`config.mk`:
```
export PLATFORM = sky130hd
export DESIGN_NAME = clipped_rect_copy_addr_gen
export DESIGN_NICKNAME = d
export VERILOG_FILES = /design/src/hw/rtl/crc_pkg.sv /design/src/hw/rtl/crc_clip.sv /design/src/hw/rtl/crc_index.sv /design/src/hw/rtl/crc_run.sv /design/src/hw/rtl/clipped_rect_copy_addr_gen.sv
export SDC_FILE = /design/constraint.sdc
export NUM_CORES = 2
export LEC_CHECK = 0
export BUFFER_PORTS_ARGS = -buffer_cell sky130_fd_sc_hd__buf_2
export CAP_MARGIN = 40
export CORE_MARGIN = 5
export CORE_UTILIZATION = 65
export CTS_CLUSTER_SIZE = 8
export DETAILED_ROUTE_END_ITERATION = 12
export PLACE_DENSITY_LB_ADDON = 0.25
export SYNTH_ARGS = -nofsm -noshare
export SYNTH_HDL_FRONTEND = slang
export SYNTH_SLANG_ARGS = --single-unit
```
`constraint.sdc`:
```
create_clock -name clk -period 12.24 [get_ports clk]
set_input_delay 0.612 -clock clk [delete_from_list [all_inputs] [get_ports clk]]
set_output_delay 0.612 -clock clk [all_outputs]
set_load 0.05 [all_outputs]
```
`src/hw/rtl/crc_pkg.sv`:
```
// Package for the clipped rectangle copy address generator.
// Holds widths, codes, stage payload types and the map side limit.
// No dependencies.
package crc_pkg;

  localparam int FIELD_W  = 16;
  localparam int COORD_W  = 18;
  localparam int SIDE_W   = 11;
  localparam int CNT_W    = 11;
  localparam int IDX_W    = 20;
  localparam int MAX_SIDE = 1024;

  typedef enum logic {
    ACT_START   = 1'b0,
    ACT_ADVANCE = 1'b1
  } action_t;

  typedef enum logic [1:0] {
    KIND_NONE = 2'd0,
    KIND_PAIR = 2'd1,
    KIND_IDLE = 2'd2
  } kind_t;

  typedef enum logic [1:0] {
    REG_DST_WIDTH  = 2'd0,
    REG_DST_HEIGHT = 2'd1,
    REG_SRC_WIDTH  = 2'd2,
    REG_SRC_HEIGHT = 2'd3
  } cfg_reg_t;

  typedef logic signed [COORD_W-1:0] coord_t;

  typedef struct packed {
    action_t                    action;
    logic signed [FIELD_W-1:0]  dest_x;
    logic signed [FIELD_W-1:0]  dest_y;
    logic signed [FIELD_W-1:0]  src_x;
    logic signed [FIELD_W-1:0]  src_y;
    logic signed [FIELD_W-1:0]  copy_w;
    logic signed [FIELD_W-1:0]  copy_h;
  } in_item_t;

  // a = map being clipped against, b = the other map
  typedef struct packed {
    action_t action;
    logic    reject;
    coord_t  ax;
    coord_t  ay;
    coord_t  bx;
    coord_t  by;
    coord_t  w;
    coord_t  h;
  } rect_t;

  typedef struct packed {
    action_t          action;
    logic             ok;
    logic [IDX_W-1:0] src_idx;
    logic [IDX_W-1:0] dst_idx;
    logic [CNT_W-1:0] w;
    logic [CNT_W-1:0] h;
  } start_t;

  typedef struct packed {
    kind_t            kind;
    logic [IDX_W-1:0] src_index;
    logic [IDX_W-1:0] dst_index;
    logic             last;
  } result_t;

  function automatic logic [SIDE_W-1:0] side_of(input logic [SIDE_W-1:0] r);
    logic [SIDE_W-1:0] lim;
    lim = SIDE_W'(MAX_SIDE);
    return (r > lim) ? lim : r;
  endfunction

  function automatic coord_t side_coord(input logic [SIDE_W-1:0] s);
    return $signed({{(COORD_W-SIDE_W){1'b0}}, s});
  endfunction

endpackage

```
`src/hw/rtl/crc_clip.sv`:
```
// Clips a rectangle against one map: left, right, top, bottom.
// Shifts the other map's corner along with the clipped corner.
// Depends on crc_pkg.
module crc_clip
  import crc_pkg::*;
(
  input  rect_t             in_rect,
  input  logic [SIDE_W-1:0] map_w,
  input  logic [SIDE_W-1:0] map_h,
  output rect_t             out_rect
);

  coord_t pw;
  coord_t ph;
  coord_t ax;
  coord_t ay;
  coord_t bx;
  coord_t by;
  coord_t w;
  coord_t h;

  assign pw = side_coord(map_w);
  assign ph = side_coord(map_h);

  always_comb begin
    out_rect = in_rect;
    ax = in_rect.ax;
    ay = in_rect.ay;
    bx = in_rect.bx;
    by = in_rect.by;
    w  = in_rect.w;
    h  = in_rect.h;
    if (!in_rect.reject) begin
      if (ax >= pw || ay >= ph) begin
        out_rect.reject = 1'b1;
      end else begin
        if (ax < 0) begin
          bx = bx - ax;
          w  = w + ax;
          ax = '0;
        end
        if (ax + w > pw) begin
          w = pw - ax;
        end
        if (ay < 0) begin
          by = by - ay;
          h  = h + ay;
          ay = '0;
        end
        if (ay + h > ph) begin
          h = ph - ay;
        end
        out_rect.ax = ax;
        out_rect.ay = ay;
        out_rect.bx = bx;
        out_rect.by = by;
        out_rect.w  = w;
        out_rect.h  = h;
      end
    end
  end

endmodule

```
`src/hw/rtl/crc_index.sv`:
```
// Final acceptance check and first index pair of a clipped rectangle.
// Takes the source-clipped rectangle (a = source, b = target). Depends on crc_pkg.
module crc_index
  import crc_pkg::*;
(
  input  rect_t             in_rect,
  input  logic [SIDE_W-1:0] src_w,
  input  logic [SIDE_W-1:0] dst_w,
  input  logic [SIDE_W-1:0] dst_h,
  output start_t            out_start
);

  logic [2*SIDE_W-1:0] src_prod;
  logic [2*SIDE_W-1:0] dst_prod;

  assign src_prod = in_rect.ay[SIDE_W-1:0] * src_w;
  assign dst_prod = in_rect.by[SIDE_W-1:0] * dst_w;

  always_comb begin
    out_start.action  = in_rect.action;
    out_start.ok      = !in_rect.reject
                        && !(in_rect.bx >= side_coord(dst_w))
                        && !(in_rect.by >= side_coord(dst_h))
                        && (in_rect.w > 0) && (in_rect.h > 0);
    out_start.src_idx = IDX_W'(src_prod) + IDX_W'(in_rect.ax[SIDE_W-1:0]);
    out_start.dst_idx = IDX_W'(dst_prod) + IDX_W'(in_rect.bx[SIDE_W-1:0]);
    out_start.w       = in_rect.w[CNT_W-1:0];
    out_start.h       = in_rect.h[CNT_W-1:0];
  end

endmodule

```
`src/hw/rtl/crc_run.sv`:
```
// Run state of the copy: row and column counters and the index pointers.
// Turns start and advance items into results. Depends on crc_pkg.
module crc_run
  import crc_pkg::*;
(
  input  logic              clk,
  input  logic              rst,
  input  logic              fire,
  input  start_t            item,
  input  logic [SIDE_W-1:0] src_w,
  input  logic [SIDE_W-1:0] dst_w,
  output result_t           res
);

  logic             run_active;
  logic             run_active_next;
  logic [CNT_W-1:0] col_left;
  logic [CNT_W-1:0] col_left_next;
  logic [CNT_W-1:0] rows_left;
  logic [CNT_W-1:0] rows_left_next;
  logic [CNT_W-1:0] run_width;
  logic [CNT_W-1:0] run_width_next;
  logic [IDX_W-1:0] src_ptr;
  logic [IDX_W-1:0] src_ptr_next;
  logic [IDX_W-1:0] dst_ptr;
  logic [IDX_W-1:0] dst_ptr_next;
  logic             pair;

  always_comb begin
    run_active_next = run_active;
    col_left_next   = col_left;
    rows_left_next  = rows_left;
    run_width_next  = run_width;
    src_ptr_next    = src_ptr;
    dst_ptr_next    = dst_ptr;
    pair            = 1'b0;
    res.kind        = KIND_IDLE;
    if (item.action == ACT_START) begin
      run_active_next = 1'b0;
      res.kind        = KIND_NONE;
      if (item.ok) begin
        src_ptr_next   = item.src_idx;
        dst_ptr_next   = item.dst_idx;
        run_width_next = item.w;
        col_left_next  = item.w - CNT_W'(1);
        rows_left_next = item.h - CNT_W'(1);
        pair           = 1'b1;
      end
    end else if (run_active) begin
      pair = 1'b1;
      if (col_left != '0) begin
        src_ptr_next  = src_ptr + IDX_W'(1);
        dst_ptr_next  = dst_ptr + IDX_W'(1);
        col_left_next = col_left - CNT_W'(1);
      end else begin
        src_ptr_next   = src_ptr + IDX_W'(src_w) - IDX_W'(run_width) + IDX_W'(1);
        dst_ptr_next   = dst_ptr + IDX_W'(dst_w) - IDX_W'(run_width) + IDX_W'(1);
        rows_left_next = rows_left - CNT_W'(1);
        col_left_next  = run_width - CNT_W'(1);
      end
    end
    if (pair) begin
      run_active_next = (col_left_next != '0) || (rows_left_next != '0);
      res.kind        = KIND_PAIR;
    end
    res.src_index = pair ? src_ptr_next : '0;
    res.dst_index = pair ? dst_ptr_next : '0;
    res.last      = pair && !run_active_next;
  end

  always_ff @(posedge clk) begin
    if (rst) begin
      run_active <= 1'b0;
      col_left   <= '0;
      rows_left  <= '0;
      run_width  <= '0;
      src_ptr    <= '0;
      dst_ptr    <= '0;
    end else if (fire) begin
      run_active <= run_active_next;
      col_left   <= col_left_next;
      rows_left  <= rows_left_next;
      run_width  <= run_width_next;
      src_ptr    <= src_ptr_next;
      dst_ptr    <= dst_ptr_next;
    end
  end

  a_col_in_row: assert property (@(posedge clk) disable iff (rst)
    run_active |-> (col_left < run_width))
    else $error("column counter outside run width");

  a_last_ends_run: assert property (@(posedge clk) disable iff (rst)
    (fire && res.last) |=> !run_active)
    else $error("run still active after last pair");

  a_idle_no_state_change: assert property (@(posedge clk) disable iff (rst)
    (fire && res.kind == KIND_IDLE) |=> !run_active && $stable(src_ptr))
    else $error("idle result changed run state");

endmodule

```
`src/hw/rtl/clipped_rect_copy_addr_gen.sv`:
```
// Clipped rectangle copy address generator, top level.
// Holds the map size registers and the pipeline; uses crc_pkg, crc_clip,
// crc_index and crc_run.
//
// Each input item gives exactly one result item. The block accepts one item
// per clock cycle while s_axis_tready is high; its result passes through the
// input register, target clip, source clip, index multiply, then the run stage
// that owns the row/column counters and writes the output register. Advance
// items depend on the run state left by the item before them; that state is
// updated in the single run stage, so items of any mix still stream at one per
// cycle while the output takes them. Stalls on the output side fill the
// pipeline bubbles before holding off the input.
module clipped_rect_copy_addr_gen
  import crc_pkg::*;
(
  input  logic             clk,
  input  logic             rst,
  input  logic             s_axis_tvalid,
  output logic             s_axis_tready,
  // dest_x[15:0], dest_y[31:16], src_x[47:32], src_y[63:48],
  // copy_w[79:64], copy_h[95:80]
  input  logic [95:0]      s_axis_tdata,
  // action[0]
  input  logic             s_axis_tuser,
  output logic             m_axis_tvalid,
  input  logic             m_axis_tready,
  // src_index[19:0], dst_index[39:20]
  output logic [39:0]      m_axis_tdata,
  // kind[1:0]
  output logic [1:0]       m_axis_tuser,
  output logic             m_axis_tlast,
  input  logic             cfg_we,
  input  logic [1:0]       cfg_index,
  input  logic [SIDE_W-1:0] cfg_data
);

  logic [SIDE_W-1:0] dst_width;
  logic [SIDE_W-1:0] dst_height;
  logic [SIDE_W-1:0] src_width;
  logic [SIDE_W-1:0] src_height;
  logic [SIDE_W-1:0] dw;
  logic [SIDE_W-1:0] dh;
  logic [SIDE_W-1:0] sw;
  logic [SIDE_W-1:0] sh;

  logic     v0, v1, v2, v3, vo;
  logic     rdy0, rdy1, rdy2, rdy3, rdy4;
  in_item_t s0;
  rect_t    s1;
  rect_t    s2;
  start_t   s3;
  result_t  so;

  rect_t    tgt_in;
  rect_t    tgt_out;
  rect_t    src_in;
  rect_t    src_out;
  start_t   start;
  result_t  res;
  logic     fire;

  always_ff @(posedge clk) begin
    if (rst) begin
      dst_width  <= SIDE_W'(1);
      dst_height <= SIDE_W'(1);
      src_width  <= SIDE_W'(1);
      src_height <= SIDE_W'(1);
    end else if (cfg_we) begin
      unique case (cfg_reg_t'(cfg_index))
        REG_DST_WIDTH:  dst_width  <= cfg_data;
        REG_DST_HEIGHT: dst_height <= cfg_data;
        REG_SRC_WIDTH:  src_width  <= cfg_data;
        REG_SRC_HEIGHT: src_height <= cfg_data;
      endcase
    end
  end

  assign dw = side_of(dst_width);
  assign dh = side_of(dst_height);
  assign sw = side_of(src_width);
  assign sh = side_of(src_height);

  assign rdy4 = !vo || m_axis_tready;
  assign rdy3 = !v3 || rdy4;
  assign rdy2 = !v2 || rdy3;
  assign rdy1 = !v1 || rdy2;
  assign rdy0 = !v0 || rdy1;
  assign s_axis_tready = rdy0;
  assign fire = v3 && rdy4;

  always_comb begin
    tgt_in.action = s0.action;
    tgt_in.reject = 1'b0;
    tgt_in.ax     = COORD_W'(s0.dest_x);
    tgt_in.ay     = COORD_W'(s0.dest_y);
    tgt_in.bx     = COORD_W'(s0.src_x);
    tgt_in.by     = COORD_W'(s0.src_y);
    tgt_in.w      = COORD_W'(s0.copy_w);
    tgt_in.h      = COORD_W'(s0.copy_h);
  end

  crc_clip u_clip_tgt (
    .in_rect  (tgt_in),
    .map_w    (dw),
    .map_h    (dh),
    .out_rect (tgt_out)
  );

  always_comb begin
    src_in    = s1;
    src_in.ax = s1.bx;
    src_in.ay = s1.by;
    src_in.bx = s1.ax;
    src_in.by = s1.ay;
  end

  crc_clip u_clip_src (
    .in_rect  (src_in),
    .map_w    (sw),
    .map_h    (sh),
    .out_rect (src_out)
  );

  crc_index u_index (
    .in_rect   (s2),
    .src_w     (sw),
    .dst_w     (dw),
    .dst_h     (dh),
    .out_start (start)
  );

  crc_run u_run (
    .clk   (clk),
    .rst   (rst),
    .fire  (fire),
    .item  (s3),
    .src_w (sw),
    .dst_w (dw),
    .res   (res)
  );

  always_ff @(posedge clk) begin
    if (rst) begin
      v0 <= 1'b0;
      v1 <= 1'b0;
      v2 <= 1'b0;
      v3 <= 1'b0;
      vo <= 1'b0;
    end else begin
      if (rdy0) v0 <= s_axis_tvalid;
      if (rdy1) v1 <= v0;
      if (rdy2) v2 <= v1;
      if (rdy3) v3 <= v2;
      if (rdy4) vo <= v3;
    end
  end

  always_ff @(posedge clk) begin
    if (rdy0 && s_axis_tvalid) begin
      s0.action <= action_t'(s_axis_tuser);
      s0.dest_x <= s_axis_tdata[15:0];
      s0.dest_y <= s_axis_tdata[31:16];
      s0.src_x  <= s_axis_tdata[47:32];
      s0.src_y  <= s_axis_tdata[63:48];
      s0.copy_w <= s_axis_tdata[79:64];
      s0.copy_h <= s_axis_tdata[95:80];
    end
    if (rdy1 && v0) s1 <= tgt_out;
    if (rdy2 && v1) s2 <= src_out;
    if (rdy3 && v2) s3 <= start;
    if (fire)       so <= res;
  end

  assign m_axis_tvalid = vo;
  assign m_axis_tdata  = {so.dst_index, so.src_index};
  assign m_axis_tuser  = so.kind;
  assign m_axis_tlast  = so.last;

  a_last_is_pair: assert property (@(posedge clk) disable iff (rst)
    (m_axis_tvalid && m_axis_tlast) |-> (m_axis_tuser == KIND_PAIR))
    else $error("last flag on a result without an index pair");

  a_stall_only_when_full: assert property (@(posedge clk) disable iff (rst)
    !s_axis_tready |-> (m_axis_tvalid && !m_axis_tready))
    else $error("input held off while output side is free");

endmodule

```
# ---- Yosys cells after proc, flatten, opt, wreduce, memory -nomap -nowiden
# Cells that the tools add are included.
dict set report totals {
  word_cells 200
  reg_bits 533
}
dict set report classes {
  mux 59
  add_sub_neg 31
  n_reduce_logical 36
  n_eq_ne 3
  n_bitwise 1
  magnitude_cmp 20
  mul 2
}
# operator n
set ops {}
lappend ops {{18-bit two-way mux} 28}
lappend ops {{101-bit two-way mux} 2}
lappend ops {{20-bit two-way mux} 8}
lappend ops {{11-bit two-way mux} 12}
lappend ops {{18-bit adder} 6}
lappend ops {{108-bit two-way mux} 1}
lappend ops {{20-bit by 1-bit adder with 20-bit output (second input constant)} 4}
lappend ops {{18-bit by 12-bit >= comparator with 1-bit output} 4}
lappend ops {{18-bit by 12-bit greater-than comparator with 1-bit output} 4}
lappend ops {{12-bit by 18-bit subtractor with 18-bit output} 4}
lappend ops {{11-bit by 1-bit subtractor with 11-bit output (second input constant)} 5}
lappend ops {{11-bit greater-than comparator (second input constant)} 4}
lappend ops {{20-bit by 11-bit adder with 20-bit output} 2}
lappend ops {{20-bit adder} 2}
lappend ops {{11-bit by 11-bit multiplier with 20-bit output} 2}
lappend ops {{20-bit by 11-bit subtractor with 20-bit output} 2}
lappend ops {{18-bit by 1-bit greater-than comparator with 1-bit output (second input constant)} 2}
lappend ops {{18-bit by 1-bit < comparator with 1-bit output (second input constant)} 2}
lappend ops {{18-bit subtractor} 2}
lappend ops {{16-bit by 16-bit adder with 17-bit output} 2}
lappend ops {{16-bit by 16-bit subtractor with 17-bit output} 2}
lappend ops {{11-bit nonzero test} 3}
lappend ops {{16-bit by 12-bit >= comparator with 1-bit output} 2}
lappend ops {{16-bit by 1-bit < comparator with 1-bit output (second input constant)} 2}
lappend ops {{other kinds (11)} 45}

# ---- Logic depth before layout (Yosys ltp)
dict set report logic_depth {
  depth_word 11
  depth_mapped 28
  ltp_nobuf 25
}

# ---- By module
# Synthesis repeated with hierarchy kept, for this count alone.
dict set report hier_totals {
  hier_cells 5614
  area_unflattened_um2 50689.9
}
# mod cells_each area_per_inst_um2 instances
set modules_own_cells {}
lappend modules_own_cells {clipped_rect_copy_addr_gen 657 14990.6 1}
lappend modules_own_cells {crc_index 1180 9567.9 1}
lappend modules_own_cells {{crc_clip (u_clip_tgt)} 1292 8775.9 1}
lappend modules_own_cells {{crc_clip (u_clip_src)} 1270 8703.3 1}
lappend modules_own_cells {crc_run 1215 8652.0 1}

# ---- Worst setup path before layout
# OpenSTA, ideal clock, no wires.
dict set report synth_timing {
  path_type {register -> register}
  start {register vo (netlist: m_axis_tvalid)}
  end {register s2[0] (netlist bit) (enable)}
  path_slack_ns 3.597
  setup_ns 0.697
  stages_incl_launch_ff 5
  arrival_time_ns 7.946
  cell_sequence {dfxtp_1 nor2b_1 and2_1 clkbuf_1 a21boi_0}
}
dict set report synth_via {
  elab_chain_len 5
}
# item line_no
set synth_lines {}
lappend synth_lines {{start: declaration} clipped_rect_copy_addr_gen.sv:46} ;# logic v0, v1, v2, v3, vo;
lappend synth_lines {{start signal: assignment} clipped_rect_copy_addr_gen.sv:154} ;# if (rdy4) vo <= v3;
lappend synth_lines {{1-bit logical NOT} clipped_rect_copy_addr_gen.sv:83} ;# assign rdy4 = !vo || m_axis_tready;
lappend synth_lines {{1-bit logical OR} clipped_rect_copy_addr_gen.sv:83}
lappend synth_lines {{1-bit logical OR} clipped_rect_copy_addr_gen.sv:84} ;# assign rdy3 = !v3 || rdy4;
lappend synth_lines {{1-bit logical OR} clipped_rect_copy_addr_gen.sv:85} ;# assign rdy2 = !v2 || rdy3;
lappend synth_lines {{1-bit logical AND} clipped_rect_copy_addr_gen.sv:169} ;# if (rdy2 && v1) s2 <= src_out;
lappend synth_lines {{end signal: assignment} clipped_rect_copy_addr_gen.sv:169}
lappend synth_lines {{end: declaration} clipped_rect_copy_addr_gen.sv:50} ;# rect_t s2;
# No other way between the ends.
# A chain may end at the register's enable or synchronous reset.

==> impl_metrics.csv <==
group,metric,value,unit
clock_tree,clkSinkCount,527,
pwr,comb_power_share,0.369,
pwr,switchingPower,2.37,mW
synth,async_reset_ff_frac,0,
floorplanning,die-height,281,µm
setup_path,crit_slowest_cell,"nor2b_1",
grt,grt_max_degree,73,
grt,grt_pass1_vias,39600,
synth,ys_seq_area_frac,0.305,
clock_tree,post_cts_buffers,0,
sta,finalHoldViolations,0,
setup_path,rrSetupSlack,5.76,ns
floorplanning,fp.dieArea,0.0791,mm²
synth,synthesis.instances,5354,
clock_tree,ctsRootBufferMaster,"clkbuf_16",
clock_tree,htree_levels,3,
clock_tree,cts_resized,0,
synth,synth_flop_cell,"edfxtp_1",
setup_path,endpoint_kind,"register",
floorplanning,core,0.0730,mm²
finish,area_growth,8.58,%
drt,drt_pass1_iterations,6,
worst_hold_path,worstHoldPathType,"input port to register",
sta,max_clock_freq,154,MHz
drt,drtIter0Drc,3948,
sta,drv_slew,0,
run_status,status,"complete, no violations",
pwr,p_clk_frac,0.298,
setup_path,critPathRequiredTime,12.61,ns
synth,synth_enable_flop_cells,404,
placement,dpl.hpwl,106000,µm
setup_path,worstSetupStartpointType,"register",
clock_tree,cts_tree,"yes",
finish,drive_gt1_frac,0.0777,
drt,vias_per_cell,6.25,
pwr,cellLeakagePower,22.9,nW
grt,grt_pass1_wl,218000,µm
synth,netlist_area,0.0478,mm²
clock_tree,holdBufCountCts,0,
synth,synthesis.nets,6208,
setup_path,cp_slowest_stage_delay,0.64,ns
floorplanning,die_w,281,µm
synth,syn_avg_cell_area,8.93,µm²
drt,ant_nets,0,
floorplanning,start_util,0.656,
pwr,switching_share,0.357,
grt,antenna_found_initial,5,
grt,globalRouteOverflowTotal,0,
clock_tree,numCtsBuffers,76,
sta,tightestPinTransition,0.947,ns
sta,finalCritPeriodShare,0.529,
pwr,p_seq_frac,0.333,
finish,final_util,0.712,
sta,finalSetupTns,0,ns
finish,fin_nets,6326,
synth,synth.distinct_cells,100,
setup_path,crit_type,"register to register",
sta,period_needed,6.48,ns
setup_path,worstPathMaxFanout,23,
pwr,intPower,4.26,mW
placement,gp_congestion,0.998,
pwr,ir_drop,0.112,mV
drt,drt-total-wl,139000,µm
floorplanning,io_pins,160,
synth,ys_warn_count,0,
pwr,p_per_area,128,mW/mm²
floorplanning,rows,99,
sta,skew,0.0276,ns
synth,ys_ff_latch,527,
run,maxCapViolations,0,
drt,wire_per_inst,21.4,µm
drt,vias,40500,
sta,final-setup-viol-count,0,
clock_tree,clk_pin_slew,0.05,ns
grt,track_usage,0.348,
setup_path,cp.arrival,6.85,ns
placement,portBuffers,159,
sta,grt_setup_unrepaired,"no",
clock_tree,clk_latency,0.65,ns
setup_path,path_cells,"nor2b_1, buf_4, nand2_1, fa_1, fa_1, inv_1, ha_1, inv_1, fa_1, inv_1, ha_1, nor2b_1, o21ai_0, a21boi_0, o21ai_0, a21boi_0, o21ai_0, a21oi_1, o41ai_1, o2111ai_1, a21oi_1, xnor2_1",
drt,drc,0,
sta,slew_headroom,0.369,
clock_tree,cts_buffer_depth,3,
## layer usage
| metal | up-vias | wire length, µm | GRT usage |
|---|---|---|---|
| li1 | 18900 | - | - |
| met1 | 18900 | 53600 | 0.447 |
| met2 | 2095 | 61500 | 0.548 |
| met3 | 551 | 13700 | 0.0712 |
| met4 | 4 | 9960 | 0.203 |
| met5 | - | 26 | 0 |
## placed cells by master, fill, tap and decap left out, drive strengths merged, types with 15 or more instances in the layout
cell / instances
buf: 228
nand3: 114
fa: 234
or3: 32
nor3: 99
o211ai: 29
nand2b: 43
nor2: 384
o22ai: 15
a31oi: 56
a211oi: 55
o221ai: 23
a21o: 79
and3: 49
nor2b: 80
or2: 16
nor4: 36
o311ai: 16
nand4: 36
inv: 648
edfxtp: 404
o21bai: 25
a21boi: 32
mux2i: 77
nand2: 633
o31ai: 39
a21oi: 329
xor2: 64
and2: 112
a211o: 19
ha: 505
mux2: 58
clkbuf: 117
xnor2: 195
o21a: 60
o21ai: 286
dfxtp: 123
## Yosys cell counts (58+ instances only)
master	number	area, µm²
clkbuf_1	156	586
a21o_1	77	578
o21ai_0	275	1380
nor3_1	97	485
mux2_2	58	653
and2_1	112	701
nand3_1	114	571
nor2b_1	80	500
xor2_1	64	561
a21oi_1	328	1640
mux2i_1	77	771
fa_1	234	4680
xnor2_1	195	1710
ha_1	505	6320
nand2_1	633	2380
o21a_1	60	450
dfxtp_1	123	2460
inv_1	640	2400
edfxtp_1	404	12100
nor2_1	384	1440
## worst max-delay path: cells and delay by family (launching register included)
kind,cells,cell delay [ns]
AND/OR/NAND/NOR,3,0.87
flip-flops,1,0.57
XOR/XNOR,1,0.10
AO/OA/AOI/OAI,9,2.17
buffers and inverters,4,0.43
adder cells (fa/ha/maj),5,2.08
## layout make-up
class / instances / area, µm²
fill: 5551 / 21000
inverter: 646 / 2420
antenna: 3 / 7.51
clock buffer: 117 / 2060
tap: 959 / 1200
timing repair buffer: 229 / 1430
multi-input combinational: 3992 / 30100
clock inverter: 9 / 114
sequential: 527 / 14600
## through the flow
step / hold WS (ns) / setup slack [ns] / power (mW) / cells / instance area, µm²
floorplan: 0.400 / 3.60 / 4.03 / 5354 / 47800
global placement: 0.408 / 5.90 / 4.54 / 6343 / 49600
detailed placement: 0.412 / 5.93 / 4.62 / 6353 / 49800
CTS: 0.127 / 5.91 / 6.61 / 6479 / 51900
global route: 0.134 / 5.35 / 7.02 / 6479 / 51900
finish: 0.147 / 5.76 / 6.63 / 6482 / 51900
## cell families (layout without fill, tap and decap cells)
| kind of cell | after synthesis | count (layout) | share of synthesized area |
|---|---|---|---|
| xor+xnor | 259 | 259 | 0.0474 |
| fa+ha+maj | 739 | 739 | 0.230 |
| flops | 527 | 527 | 0.305 |
| mux | 135 | 135 | 0.0298 |
| compound gates | 1175 | 1175 | 0.157 |
| simple gates | 1684 | 1684 | 0.164 |
| other cells | 0 | 3 | 0 |
| buf+inv | 835 | 1001 | 0.0666 |
## sequential cells by signal (all words and copies together), names as in the netlist
signal            flops
s1                  104
s0                   97
s2                   96
s3                   64
m_axis_tdata         40
u_run.dst_ptr        20
u_run.src_ptr        20
dst_height           11
dst_width            11
src_height           11
src_width            11
u_run.col_left       11
u_run.rows_left      11
u_run.run_width      11
m_axis_tuser          2
m_axis_tlast          1
m_axis_tvalid         1
u_run.run_active      1
v0                    1
v1                    1
v2                    1
v3                    1
## power groups by stage
stage / Clock (mW) / Combinational, mW / Sequential [mW]
final: 1.97 / 2.45 / 2.21
after detailed placement: 0 / 2.39 / 2.23
after floorplan: 0 / 1.86 / 2.17
after CTS: 1.99 / 2.41 / 2.20
after global routing: 2.07 / 2.73 / 2.21
after global placement: 0 / 2.31 / 2.23
## path summary, 6_finish.rpt
| path | startpoint | to | depth (start not counted) |
|---|---|---|---|
| setup / recovery | dst_width[10] | s3[41] | 22 |
| hold / removal | s_axis_tdata[18] | s0[66] | 1 |
| setup reg to reg | dst_width[10] | s3[41] | 22 |
| hold reg to reg | s2[109] | s3[63] | 0 |
Note: power is estimated with default switching activity, not from simulation.
